File: config.mk
export PLATFORM = sky130hd
export DESIGN_NAME = csp_merge
export DESIGN_NICKNAME = d
export VERILOG_FILES = /design/src/hw/rtl/cardinal_spline_point_generator_macros.svh /design/src/hw/rtl/csp_pkg.sv /design/src/hw/rtl/csp_merge.sv
export SDC_FILE = /design/constraint.sdc
export NUM_CORES = 2
export LEC_CHECK = 0
export ABC_AREA = 1
export ABC_CLOCK_PERIOD_IN_PS = 9600
export BUFFER_PORTS_ARGS = -buffer_cell sky130_fd_sc_hd__buf_4
export CORE_AREA = 2 2 389 391
export CTS_BUF_LIST = sky130_fd_sc_hd__clkbuf_4 sky130_fd_sc_hd__clkbuf_8
export DETAILED_ROUTE_END_ITERATION = 10
export DIE_AREA = 0 0 391 393
export HOLD_SLACK_MARGIN = 0.02
export PLACE_DENSITY_LB_ADDON = 0.15
export SYNTH_ARGS = -nofsm -noshare
export SYNTH_HDL_FRONTEND = slang
export SYNTH_SLANG_ARGS = --single-unit
File: constraint.sdc
create_clock -name clk_i -period 9.6 [get_ports clk_i]
set_input_delay 1.44 -clock clk_i [delete_from_list [all_inputs] [get_ports clk_i]]
set_output_delay 1.44 -clock clk_i [all_outputs]
set_load 0.05 [all_outputs]
File: src/hw/rtl/cardinal_spline_point_generator_macros.svh
// Assertion helpers for the spline point generator.
`ifndef CARDINAL_SPLINE_POINT_GENERATOR_MACROS_SVH
`define CARDINAL_SPLINE_POINT_GENERATOR_MACROS_SVH

`ifndef SYNTHESIS
// Same-cycle implication, disabled while reset is low.
`define CSP_ASSERT_IMP(lbl, clk, rst_n, ante, cons) \
  lbl: assert property (@(posedge clk) disable iff (!rst_n) (ante) |-> (cons)) \
    else $error("csp assertion failed");
// Next-cycle implication, disabled while reset is low.
`define CSP_ASSERT_NXT(lbl, clk, rst_n, ante, cons) \
  lbl: assert property (@(posedge clk) disable iff (!rst_n) (ante) |=> (cons)) \
    else $error("csp assertion failed");
`else
`define CSP_ASSERT_IMP(lbl, clk, rst_n, ante, cons)
`define CSP_ASSERT_NXT(lbl, clk, rst_n, ante, cons)
`endif

`endif

File: src/hw/rtl/csp_pkg.sv
`default_nettype none
package csp_pkg;

  localparam int COORD_WIDTH = 32;
  localparam int MAX_POINTS_PER_SEGMENT = 31;
  localparam int PPS_W = 5;
  localparam int TEN_W = 17;
  localparam int T_W = 17;
  localparam int CNT_W = 6;
  localparam int CFG_IDX_W = 1;

  // control point: mirrored points need two extra bits
  localparam int CP_W = COORD_WIDTH + 2;
  localparam int CH_W = CP_W - 16;
  localparam int CL_W = 16;
  localparam int H_W = 20;
  localparam int HI_W = H_W + CH_W;
  localparam int LO_W = H_W + CL_W + 1;
  localparam int SUM_HI_W = HI_W + 2;
  localparam int SUM_LO_W = LO_W + 2;
  localparam int RES_W = SUM_HI_W + 1;
  localparam int PIPE_DEPTH = 7;

  localparam logic [CFG_IDX_W-1:0] REG_PPS = 1'd0;
  localparam logic [CFG_IDX_W-1:0] REG_TENSION = 1'd1;

  typedef logic signed [COORD_WIDTH-1:0] coord_t;
  typedef logic signed [CP_W-1:0] cp_t;
  typedef logic signed [H_W-1:0] h_t;

  typedef enum logic [1:0] {
    SEG_OPEN,
    SEG_CLOSE,
    SEG_LINEAR,
    SEG_ECHO
  } seg_e;

  typedef enum logic [2:0] {
    ST_IDLE,
    ST_OPEN,
    ST_CLOSE,
    ST_LINEAR,
    ST_ECHO,
    ST_DRAIN
  } state_e;

  typedef struct packed {
    logic valid;
    seg_e seg;
    logic last;
  } tag_t;

  // 65536 / n and 65536 % n, index n (entry 0 acts as n = 1)
  localparam logic [T_W-1:0] T_STEP_Q [32] = '{
    17'd65536, 17'd65536, 17'd32768, 17'd21845, 17'd16384, 17'd13107, 17'd10922, 17'd9362,
    17'd8192,  17'd7281,  17'd6553,  17'd5957,  17'd5461,  17'd5041,  17'd4681,  17'd4369,
    17'd4096,  17'd3855,  17'd3640,  17'd3449,  17'd3276,  17'd3120,  17'd2978,  17'd2849,
    17'd2730,  17'd2621,  17'd2520,  17'd2427,  17'd2340,  17'd2259,  17'd2184,  17'd2114
  };
  localparam logic [PPS_W-1:0] T_STEP_R [32] = '{
    5'd0,  5'd0,  5'd0,  5'd1,  5'd0,  5'd1,  5'd4,  5'd2,
    5'd0,  5'd7,  5'd6,  5'd9,  5'd4,  5'd3,  5'd2,  5'd1,
    5'd0,  5'd1,  5'd16, 5'd5,  5'd16, 5'd16, 5'd20, 5'd9,
    5'd16, 5'd11, 5'd16, 5'd7,  5'd16, 5'd25, 5'd16, 5'd2
  };

endpackage
`default_nettype wire

File: src/hw/rtl/csp_merge.sv
`default_nettype none
module csp_merge
  import csp_pkg::*;
(
  input  wire logic                   clk_i,
  input  wire logic                   en_i,
  input  wire logic signed [HI_W-1:0] hi_i [4][3],
  input  wire logic signed [LO_W-1:0] lo_i [4][3],
  output coord_t                      pt_o [3]
);

  localparam logic signed [SUM_LO_W-1:0] LO_HALF = {{(SUM_LO_W-16){1'b0}}, 1'b1, 15'b0};
  localparam logic signed [RES_W-1:0] SAT_HI =
    {{(RES_W-COORD_WIDTH+1){1'b0}}, {(COORD_WIDTH-1){1'b1}}};
  localparam logic signed [RES_W-1:0] SAT_LO =
    {{(RES_W-COORD_WIDTH+1){1'b1}}, {(COORD_WIDTH-1){1'b0}}};

  logic signed [SUM_HI_W-1:0] shi_d [3];
  logic signed [SUM_LO_W-1:0] slo_d [3];
  logic signed [SUM_HI_W-1:0] shi_q [3];
  logic signed [SUM_LO_W-1:0] slo_q [3];
  logic signed [SUM_LO_W-1:0] lr [3];
  logic signed [RES_W-1:0]    res [3];
  coord_t                     pt_d [3];

  // add the four lanes
  always_comb begin
    for (int ax = 0; ax < 3; ax++) begin
      shi_d[ax] = '0;
      slo_d[ax] = '0;
      for (int l = 0; l < 4; l++) begin
        shi_d[ax] = shi_d[ax] + hi_i[l][ax];
        slo_d[ax] = slo_d[ax] + lo_i[l][ax];
      end
    end
  end

  // round the fraction sum, add, saturate
  always_comb begin
    for (int ax = 0; ax < 3; ax++) begin
      lr[ax] = (slo_q[ax] + LO_HALF) >>> 16;
      res[ax] = shi_q[ax] + lr[ax];
      if (res[ax] > SAT_HI) begin
        pt_d[ax] = SAT_HI[COORD_WIDTH-1:0];
      end else if (res[ax] < SAT_LO) begin
        pt_d[ax] = SAT_LO[COORD_WIDTH-1:0];
      end else begin
        pt_d[ax] = res[ax][COORD_WIDTH-1:0];
      end
    end
  end

  always_ff @(posedge clk_i) begin
    if (en_i) begin
      shi_q <= shi_d;
      slo_q <= slo_d;
      pt_o  <= pt_d;
    end
  end

endmodule
`default_nettype wire
# Yosys cells after proc, flatten, opt, wreduce, memory -nomap -nowiden
# Cells that the tools add are included.
[word_totals]
regBits = 333
inputBits = 902
out_inout_bits = 96
word_cells = 42
[classes]
add_sub_neg = 24
order_cmp = 6
muxes = 3
[ops]
columns = ["op", "count"]
rows = [
  ["$add A40 B23 Y41", 3],
  ["$gt A41 B32 Y1 const B", 3],
  ["$lt A41 B32 Y1 const B", 3],
  ["$add A39 B38 Y40", 3],
  ["$add A40 B38 Y40", 3],
  ["$add A38 B37 Y39", 3],
  ["$add A38 B38 Y39", 3],
  ["$add A39 B17 Y39 const B", 3],
  ["$add A39 B37 Y39", 3],
  ["$add A37 B37 Y38", 3],
  ["$mux W32", 3],
]

# Logic depth before layout (Yosys ltp)
[depth]
ltp_word = 4
mapped_depth = 31
ltp_nobuf = 30

# Worst setup path before layout
# No wires, ideal clock.
[synth_timing]
path_type = "input to register"
start = "input hi_i[39] (netlist bit)"
end = "register shi_q[75] (netlist bit) (data pin)"
setup_time_ns = 0.258
arrival_time_ns = 4.204
required_time_ns = 9.342
slack_ns = 5.138
cell_stages = 16
path_buffers = 0
path_cell_list = "fa_1 > fa_1 > ha_1 > inv_1 > fa_1 > o21ai_1 > nand3_1 > nand2_1 > nand2_1 > nand2_1 > nand4_1 > nand2_1 > nand2_1 > nand2_1 > a21oi_1 > xnor2_1"
[synth_lines]
columns = ["element", "line", "text"]
rows = [
  ["from (decl)", "csp_merge.sv:7", "input wire logic signed [HI_W-1:0] hi_i [4][3],"],
  ["to (signal assigned)", "csp_merge.sv:55", "shi_q <= shi_d;"],
  ["to (decl)", "csp_merge.sv:20", "logic signed [SUM_HI_W-1:0] shi_q [3];"],
]

# Worst setup path in the final report
[layout_timing]
start = "register slo_q[17] (netlist bit)"
end = "register pt_o[6] (netlist bit) (data pin)"
[layout_via]
elab_chain_cells = 4
elab_cells_between_ends = 5
cone_classes = "2 x add/sub; 2 x order compare; 1 x mux"
[layout_lines]
columns = ["element", "line", "text"]
rows = [
  ["from (decl)", "csp_merge.sv:21", "logic signed [SUM_LO_W-1:0] slo_q [3];"],
  ["from (signal assigned)", "csp_merge.sv:56", "slo_q <= slo_d;"],
  ["$add A39 B17 Y39 *", "csp_merge.sv:41", "lr[ax] = (slo_q[ax] + LO_HALF) >>> 16;"],
  ["$add A40 B23 Y41 *", "csp_merge.sv:42", "res[ax] = shi_q[ax] + lr[ax];"],
  ["$lt A41 B32 Y1", "csp_merge.sv:45", "end else if (res[ax] < SAT_LO) begin"],
  ["$mux W32", "csp_merge.sv:45", ""],
  ["to (signal assigned)", "csp_merge.sv:57", "pt_o <= pt_d;"],
  ["to (decl)", "csp_merge.sv:9", "output coord_t pt_o [3]"],
]
# Mark *: on every way between the ends. The rest lies on a longest branch, timed or not.
# A chain may end at the register's enable or synchronous reset.

==> results.sh <==
export IMPL_antenna_found_initial=5
export IMPL_grt_overflow_total=0
export IMPL_drive_above_1_share_pct=18.4
export IMPL_die_h_um=393
export IMPL_tritoncts="built"
export IMPL_ff2ff_setup_slack_ns=4.08
export IMPL_wl_per_cell_um=20.0
export IMPL_met1_usage_pct=30.2
export IMPL_syn_area_mm2=0.0418
export IMPL_synth_seq_area_share_pct=20.7
export IMPL_nFillCells=15900
export IMPL_nNetsFinal=7987
export IMPL_fmax_mhz=181
export IMPL_die_area_mm2=0.154
export IMPL_p_per_area_mw_per_mm2=352
export IMPL_synth_cell_types=54
export IMPL_postCtsHoldBufs=0
export IMPL_area_growth_pct=26.4
export IMPL_crit_chain="and3_1 > nand3_1 > nor3_1 > nand2_1 > nor2_1 > nand3_1 > nor3_1 > nand2_1 > xor2_1 > inv_1 > ha_1 > nand2_1 > nor2_1 > nand2_1 > nor2_1 > nand4_1 > nand3_1 > nand2_1 > a21oi_1 > and2_0 > nand3_1 > nand2_2 > nand2_1"
export IMPL_track_usage_pct=21.0
export IMPL_cts_setup_buffers=0
export IMPL_fin_crit_ns=5.52
export IMPL_worst_setup_path_start_kind="register"
export IMPL_setup_violations=0
export IMPL_grt_pass1_vias=39700
export IMPL_core_area_mm2=0.149
export IMPL_die_x_um=391
export IMPL_drt_iter0_markers=2337
export IMPL_place_congestion=0.979
export IMPL_final_common_cell="nand2_1"
export IMPL_grt_start_max_net_pins=126
export IMPL_syn_avg_cell_area_um2=8.00
export IMPL_fin_skew_ns=0.0506
export IMPL_worst_path_buf_inv=1
export IMPL_clk_latency_ns=0.71
export IMPL_clock_root_buffer="clkbuf_8"
export IMPL_cap_viol_max_count=0
export IMPL_dr_pass1_iters=5
export IMPL_ir_drop_mv=0.182
export IMPL_fin_util_pct=35.4
export IMPL_cts_resized=0
export IMPL_cpMostUsedCell="nand2_1"
export IMPL_htree_levels=2
export IMPL_cts_buffer_depth=3
export IMPL_drtAntennaViolNets=0
export IMPL_mostFrequentLayoutCells="nand2_1 (1415), buf_4 (999), inv_1 (710), nor2_1 (476), fa_1 (456)"
export IMPL_rows=142
export IMPL_critical_path_endpoint_type="register"
export IMPL_synth_cells=5220
export IMPL_io_buffers=997
export IMPL_cp_max_fo=31
export IMPL_initial_core_util_pct=28.0
export IMPL_drv_slew=0
export IMPL_crit_required_ns=9.98
export IMPL_met3_usage_pct=2.71
export IMPL_hold_viol=0
export IMPL_status="completed"
export IMPL_io_pins=998
export IMPL_path_clk_slew_ns=0.07
export IMPL_cp_slowest_cell="nand2_2"
export IMPL_grt_pass1_wl_um=243000
export IMPL_via_per_inst=4.67
export IMPL_rsz0062_at_grt="false"
export IMPL_busiest_layer="met2"
export IMPL_use_met2_pct=34.1
export IMPL_ys_warn_count=0
export IMPL_critPathArrivalTime_ns=5.91
export IMPL_relSlewSlack_pct=30.0
export IMPL_tns_ns=0
export IMPL_synth_net_count=6947
export IMPL_critical_path_top_delay_family="simple AND/OR/NAND/NOR gates"
export IMPL_worstMarginPinSlew_ns=1.04
export IMPL_wirelength_um=165000
export IMPL_cts_buffers=58
export IMPL_hp_class="register to register"
export IMPL_post_route_period_util_pct=57.5
export IMPL_cts_sinks=288
export IMPL_drc_errors=0
export IMPL_dpl_hpwl_um=148000
export IMPL_p_leak_nw=25.1
export IMPL_path_class="register to register"
export IMPL_ys_ff_latch=288
export IMPL_num_vias=38600
export IMPL_critPathMaxStageDelay_ns=0.53
[synth_stat cells, drive strengths merged]
cell / n / share of area (%)
nand2: 1432 / 13
inv: 722 / 6.5
nor2: 485 / 4.4
fa: 456 / 22
a21oi: 369 / 4.4
ha: 369 / 11
edfxtp: 288 / 21
xor2: 208 / 4.4
nand3: 192 / 2.4
o21ai: 172 / 2.1
xnor2: 116 / 2.4
a31oi: 76 / 1.1
nor3: 58 / 0.75
nand4: 56 / 0.84
o21bai: 39 / 0.70
a21o: 33 / 0.61
o21a: 25 / 0.45
nor4: 21 / 0.33
buf: 19 / 0.44
a211oi: 12 / 0.22
a21boi: 9 / 0.16
and2: 9 / 0.13
o211ai: 9 / 0.17
o221ai: 9 / 0.19
and3: 7 / 0.10
or2: 5 / 0.075
nand3b: 4 / 0.072
o31ai: 4 / 0.072
nor3b: 3 / 0.054
a221oi: 2 / 0.042
a31o: 2 / 0.042
clkbuf: 2 / 0.018
o2111ai: 2 / 0.042
o22ai: 2 / 0.030
a41oi: 1 / 0.021
clkinv: 1 / 0.0090
o41ai: 1 / 0.021
[routing by layer]
| metal | share of wire [%] | wire [um] |
|---|---|---|
| met5 | 0.0079 | 13 |
| met4 | 1.2 | 1920 |
| met3 | 5.3 | 8800 |
| met2 | 46 | 75500 |
| met1 | 48 | 79000 |
[path summary, 6_finish.rpt]
kind              from  depth (start not counted)  endpoint
max          slo_q[17]                         23   pt_o[6]
min           shi_q[0]                          3   pt_o[0]
max reg2reg  slo_q[17]                         23   pt_o[6]
min reg2reg   shi_q[0]                          3   pt_o[0]
[power by group]
group | switching (mW) | internal (mW) | leakage [nW]
clock network | 0.610 | 0.775 | 0.643
logic | 9.42 | 4.68 | 21.7
registers | 0.483 | 2.64 | 2.79
[cells by family after synthesis]
group / Yosys count / share of synthesized area, %
buf+inv: 744 / 6.96
simple gates: 2272 / 22.2
flops: 288 / 20.7
compound gates: 767 / 10.4
fa+ha+maj: 825 / 32.9
xor+xnor: 324 / 6.87
[layout make-up]
| cell class | instances | area, um^2 | share of cell area, % |
|---|---|---|---|
| well taps | 1944 | 2430 | 4.61 |
| diodes | 3 | 7.51 | 0.0142 |
| clock buffers | 75 | 932 | 1.77 |
| flip-flops and latches | 288 | 8650 | 16.4 |
| inverters | 723 | 2710 | 5.14 |
| multi-input cells | 4188 | 30200 | 57.2 |
| clock inverters | 31 | 300 | 0.569 |
| repair buffers | 1001 | 7530 | 14.3 |
[sequential cells by signal, summed over array words and instances (netlist names)]
| signal | flops |
|---|---|
| shi_q | 120 |
| slo_q | 72 |
| pt_o | 96 |
[worst reg2reg max path: cells and delay by family (launching register included)]
kind,cells,cell delay [ns]
AO/OA/AOI/OAI,1,0.11
XOR/XNOR,1,0.38
adder cells (fa/ha/maj),1,0.50
buffers and inverters,1,0.45
flip-flops,1,0.37
AND/OR/NAND/NOR,19,3.43
[stage by stage]
step / setup slack [ns] / instances / power [mW] / area, um^2 / hold slack (ns)
CTS: 4.09 / 8250 / 18.7 / 52800 / 0.642
detailed placement: 4.09 / 8144 / 17.2 / 51500 / 0.637
global route: 3.39 / 8253 / 20.5 / 52800 / 0.673
floorplan: 5.14 / 5220 / 12.8 / 41800 / 0.612
global placement: 4.10 / 8144 / 17.3 / 51500 / 0.647
finish: 4.08 / 8253 / 18.6 / 52800 / 0.642
Note: power is estimated with default switching activity, not from simulation.
